`src/hdl/dmms_pkg.sv`:
```
// dmms_pkg: shared types and constants for the dictionary segmenter.
// No dependencies.
`timescale 1ns / 1ps
package dmms_pkg;

  localparam int TermSlots  = 4096;
  localparam int TslotW     = 12;
  localparam int IndexSlots = 1024;
  localparam int IdxW       = 10;
  localparam int TermBytes  = 64;
  localparam int TbW        = 6;
  localparam int MaxWindow  = 64;
  localparam int BufW       = 6;

  typedef enum logic [1:0] {
    OP_TBYTE = 2'd0,
    OP_TLEN  = 2'd1,
    OP_INDEX = 2'd2,
    OP_TEXT  = 2'd3
  } op_e;

  typedef enum logic [0:0] {
    CFG_WINDOW = 1'b0,
    CFG_COUNT  = 1'b1
  } cfg_e;

  typedef enum logic [0:0] {
    KIND_TOKEN = 1'b0,
    KIND_END   = 1'b1
  } kind_e;

  typedef enum logic [4:0] {
    S_IDLE, S_CHECK, S_RK0, S_RK1, S_RK2, S_BS_ISSUE, S_BS_CMP, S_F_RD, S_F_ST,
    S_SC_ISSUE, S_SC_LEN, S_SC_BYTE, S_SC_BCHK, S_EMIT, S_NOMATCH, S_DA_RD,
    S_DA_CHK, S_MARK
  } state_e;

  typedef struct packed {
    logic        kind;
    logic [15:0] token_offset;
    logic [6:0]  token_length;
    logic        end_flag;
  } res_t;

endpackage

```
`src/hdl/dmms_if.sv`:
```


interface dmms_out_if;
  logic        valid;
  logic        ready;
  logic        kind;
  logic [15:0] token_offset;
  logic [6:0]  token_length;
  logic        end_flag;
  modport source (output valid, kind, token_offset, token_length, end_flag, input ready);
  modport sink (input valid, kind, token_offset, token_length, end_flag, output ready);
endinterface


```
`src/hdl/dmms_outreg.sv`:
```
// dmms_outreg: output register decoupling the engine from the result sink.
// Depends on dmms_pkg, dmms_if.
`timescale 1ns / 1ps
module dmms_outreg (
  input  logic           clk_i,
  input  logic           rst_ni,
  input  logic           push_valid_i,
  output logic           push_ready_o,
  input  dmms_pkg::res_t push_data_i,
  dmms_out_if.source     out_s
);
  logic           valid_q;
  dmms_pkg::res_t data_q;

  assign push_ready_o = !valid_q || out_s.ready;

  always_ff @(posedge clk_i or negedge rst_ni) begin
    if (!rst_ni) begin
      valid_q <= 1'b0;
    end else if (push_ready_o) begin
      valid_q <= push_valid_i;
    end
  end

  always_ff @(posedge clk_i) begin
    if (push_ready_o && push_valid_i) begin
      data_q <= push_data_i;
    end
  end

  assign out_s.valid        = valid_q;
  assign out_s.kind         = data_q.kind;
  assign out_s.token_offset = data_q.token_offset;
  assign out_s.token_length = data_q.token_length;
  assign out_s.end_flag     = data_q.end_flag;
endmodule

```
`src/flat_wrapper.sv`:
```
// flat-port wrapper written by rule: the top's interface ports become plain ports
module dmms_outreg_flat 
  (clk_i, rst_ni, push_valid_i, push_ready_o, push_data_i, out_s_valid, out_s_kind, out_s_token_offset, out_s_token_length, out_s_end_flag, out_s_ready);
  dmms_out_if out_s_i ();
  input  logic clk_i;
  input  logic rst_ni;
  input  logic push_valid_i;
  output logic push_ready_o;
  input  dmms_pkg::res_t push_data_i;
  output wire logic [$bits(out_s_i.valid)-1:0] out_s_valid;
  output wire logic [$bits(out_s_i.kind)-1:0] out_s_kind;
  output wire logic [$bits(out_s_i.token_offset)-1:0] out_s_token_offset;
  output wire logic [$bits(out_s_i.token_length)-1:0] out_s_token_length;
  output wire logic [$bits(out_s_i.end_flag)-1:0] out_s_end_flag;
  input wire logic [$bits(out_s_i.ready)-1:0] out_s_ready;
  assign out_s_valid = out_s_i.valid;
  assign out_s_kind = out_s_i.kind;
  assign out_s_token_offset = out_s_i.token_offset;
  assign out_s_token_length = out_s_i.token_length;
  assign out_s_end_flag = out_s_i.end_flag;
  assign out_s_i.ready = out_s_ready;
  dmms_outreg u_core (.clk_i(clk_i), .rst_ni(rst_ni), .push_valid_i(push_valid_i), .push_ready_o(push_ready_o), .push_data_i(push_data_i), .out_s(out_s_i));
endmodule
```
`config.mk`:
```
export PLATFORM = sky130hd
export DESIGN_NAME = dmms_outreg_flat
export DESIGN_NICKNAME = d
export VERILOG_FILES = /design/src/hdl/dmms_pkg.sv /design/src/hdl/dmms_if.sv /design/src/hdl/dmms_outreg.sv /design/src/flat_wrapper.sv
export SDC_FILE = /design/constraint.sdc
export NUM_CORES = 1
export LEC_CHECK = 0
export BUFFER_PORTS_ARGS = -buffer_cell sky130_fd_sc_hd__buf_4
export CAP_MARGIN = 10
export CORE_AREA = 2 2 48 50
export CTS_BUF_LIST = sky130_fd_sc_hd__clkbuf_8
export DETAILED_ROUTE_END_ITERATION = 10
export DIE_AREA = 0 0 50 52
export PLACE_DENSITY_LB_ADDON = 0.08
export SLEW_MARGIN = 5
export SYNTH_ARGS = -nofsm -noshare
export SYNTH_HDL_FRONTEND = slang
export SYNTH_SLANG_ARGS = --single-unit
```
`constraint.sdc`:
```
create_clock -name clk_i -period 1.25 [get_ports clk_i]
set_input_delay 0.0625 -clock clk_i [delete_from_list [all_inputs] [get_ports clk_i]]
set_output_delay 0.0625 -clock clk_i [all_outputs]
set_load 0.01 [all_outputs]
```
==> impl_metrics.json <==
{
  "worstSetupPathType": "reg -> reg",
  "hold_path.startpoint": "out_s_ready",
  "cp-end-kind": "flop",
  "syn-num-nets": 58,
  "grt.overflow.total": 0,
  "dr.pass1.iters": 1,
  "fin_crit_ns": 1.163,
  "ant_nets": 0,
  "max-vdd-ir-drop_mv": 0.7831,
  "dieArea_mm2": 0.002600,
  "ios": 56,
  "drc": 0,
  "grt_pass1_wl_mm": 2.477,
  "vias_per_cell": 4.007,
  "drv_cap": 0,
  "design.core.area_mm2": 0.002106,
  "relSlewSlack": 0.7935,
  "timing.fmax_mhz": 859.5,
  "io_buffers": 55,
  "grt_setup_unrepaired": "false",
  "syn_area_per_cell_um2": 27.74,
  "ys_types": 5,
  "wirelength_mm": 1.593,
  "vias": 573,
  "cp.arrival_ns": 1.10,
  "cp-start-kind": "flop",
  "synth-seq-cells": 26,
  "drt-initial-drc-count": 0,
  "avgRoutedWirePerCell_um": 11.14,
  "layout_common_cells": "buf_4 (55), dlygate4sd3_1 (27), edfxtp_1 (25)",
  "drv_slew": 0,
  "drive_gt1_frac": 0.5217,
  "hold_class": "in -> reg",
  "clock_latency_ns": 0.26,
  "cts_tree": "done",
  "worstPathRequired_ns": 1.19,
  "cts.sinks": 26,
  "grt_usage": 0.1304,
  "syn_area_um2": 804.5,
  "final.period_utilization": 0.9307,
  "synthToLayoutAreaGrowth_pct": 94.87,
  "final_common_cell": "buf_4",
  "grt_max_degree": 26,
  "status": "finished clean",
  "h-tree-depth": 1,
  "seq_area_frac_synth": 0.9642,
  "rows": 17,
  "synthCells": 29,
  "hold_viol_final": 0,
  "power_density_mw_per_mm2": 1110,
  "cts.path.max_buffers": 2,
  "reg2reg_setup_slack_ns": 0.09,
  "cts-root-buf": "clkbuf_8",
  "ys.warnings.count": 0,
  "crit_start": "u_core.out_s.valid",
  "skew_ns": 0.002687,
  "cts_buffers": 3,
  "diodes": 0,
  "dieHeight_um": 52,
  "cts.clk_slew.worst_paths_ns": 0.08,
  "worst_pin_slew_ns": 0.3098,
  "die_x_um": 50,
  "timing.rr.start": "u_core.out_s.valid",
  "setup_violations": 0,
  "utilization": 0.7445,
  "setup_tns_ns": 0,
  "antenna_found_initial": 0,
  "leakagePower_nw": 0.6646,
  "start_util": 0.3821,
  "post_cts_buffers": 0,
  "grt_pass1_vias": 590,
  "fin_nets": 145,
  "cp_max_fo": 25,
  "finalWeightedCongestion": 0.7022
}
layer usage:
layer	GRT usage	part of all wire	vias up
met5	0	0	-
met4	0.05556	0	0
met3	0.03736	0.084	0
met2	0.2412	0.55	36
met1	0.1371	0.36	252
li1	-	-	285
flip-flops by register name, indices dropped and copies added (netlist names):
register                   count
u_core.out_s.kind              1
u_core.out_s.token_length      7
u_core.out_s.token_offset     16
u_core.out_s.valid             1
u_core.out_s.end_flag          1
timing repair:
action | 4_1_cts | 5_1_grt
hold buffers | 27 | 0
gates resized for setup | 0 | 0
hold endpoints to repair | 27 | 0
cells in the mapped netlist, drive strengths merged:
master,number,area [µm²]
dfrtp,1,25.02
and2,1,8.760
nand2b,2,20.02
edfxtp,25,750.7
final timing paths:
path                                                      to  depth (start not counted)
worst max-delay path            u_core.out_s.token_length[4]                          2
worst min-delay path                      u_core.out_s.valid                          3
worst max register to register  u_core.out_s.token_length[4]                          2
worst min register to register            u_core.out_s.valid                          2
max in group asynchronous                 u_core.out_s.valid                          2
min in group asynchronous                 u_core.out_s.valid                          2
stage by stage:
stage / total power [mW] / cell area, µm² / std cells / worst slack (ns) / hold WS (ns)
after CTS: 1.748 / 1568 / 143 / 0.07002 / 0.07378
after floorplan: 1.095 / 804.5 / 29 / 0.09913 / -0.2331
final: 1.740 / 1568 / 143 / 0.08659 / 0.08415
after detailed placement: 1.236 / 1252 / 112 / 0.08271 / -0.1613
after global routing: 1.807 / 1568 / 143 / 0.03061 / 0.09108
after global placement: 1.234 / 1252 / 112 / 0.09906 / -0.1600
cells by family after synthesis:
logic type / after synthesis / share of synthesized area
flip-flops: 26 / 0.9642
AND/OR/NAND/NOR: 3 / 0.03577
where the power goes:
part,switching [mW],total (mW),internal (mW),leakage (nW)
Clock,0.239,0.458,0.219,0.0231
Sequential,0.0133,1.02,1.01,0.249
Combinational,0.0863,0.256,0.170,0.393
worst max-delay path: stages, from the launching register on:
cell,delay (ns)
dfrtp_1,0.41
nand2b_4,0.08
and2_4,0.34
layout make-up:
type                       instances  area, µm²
fill                             122      538.0
clock inverter                     1      3.754
timing repair buffer              82      683.2
tap                               28      35.03
sequential                        26      775.7
multi-input combinational          3      28.78
clock buffer                       3      41.29
No activity file was read; power rests on OpenSTA's default activity.
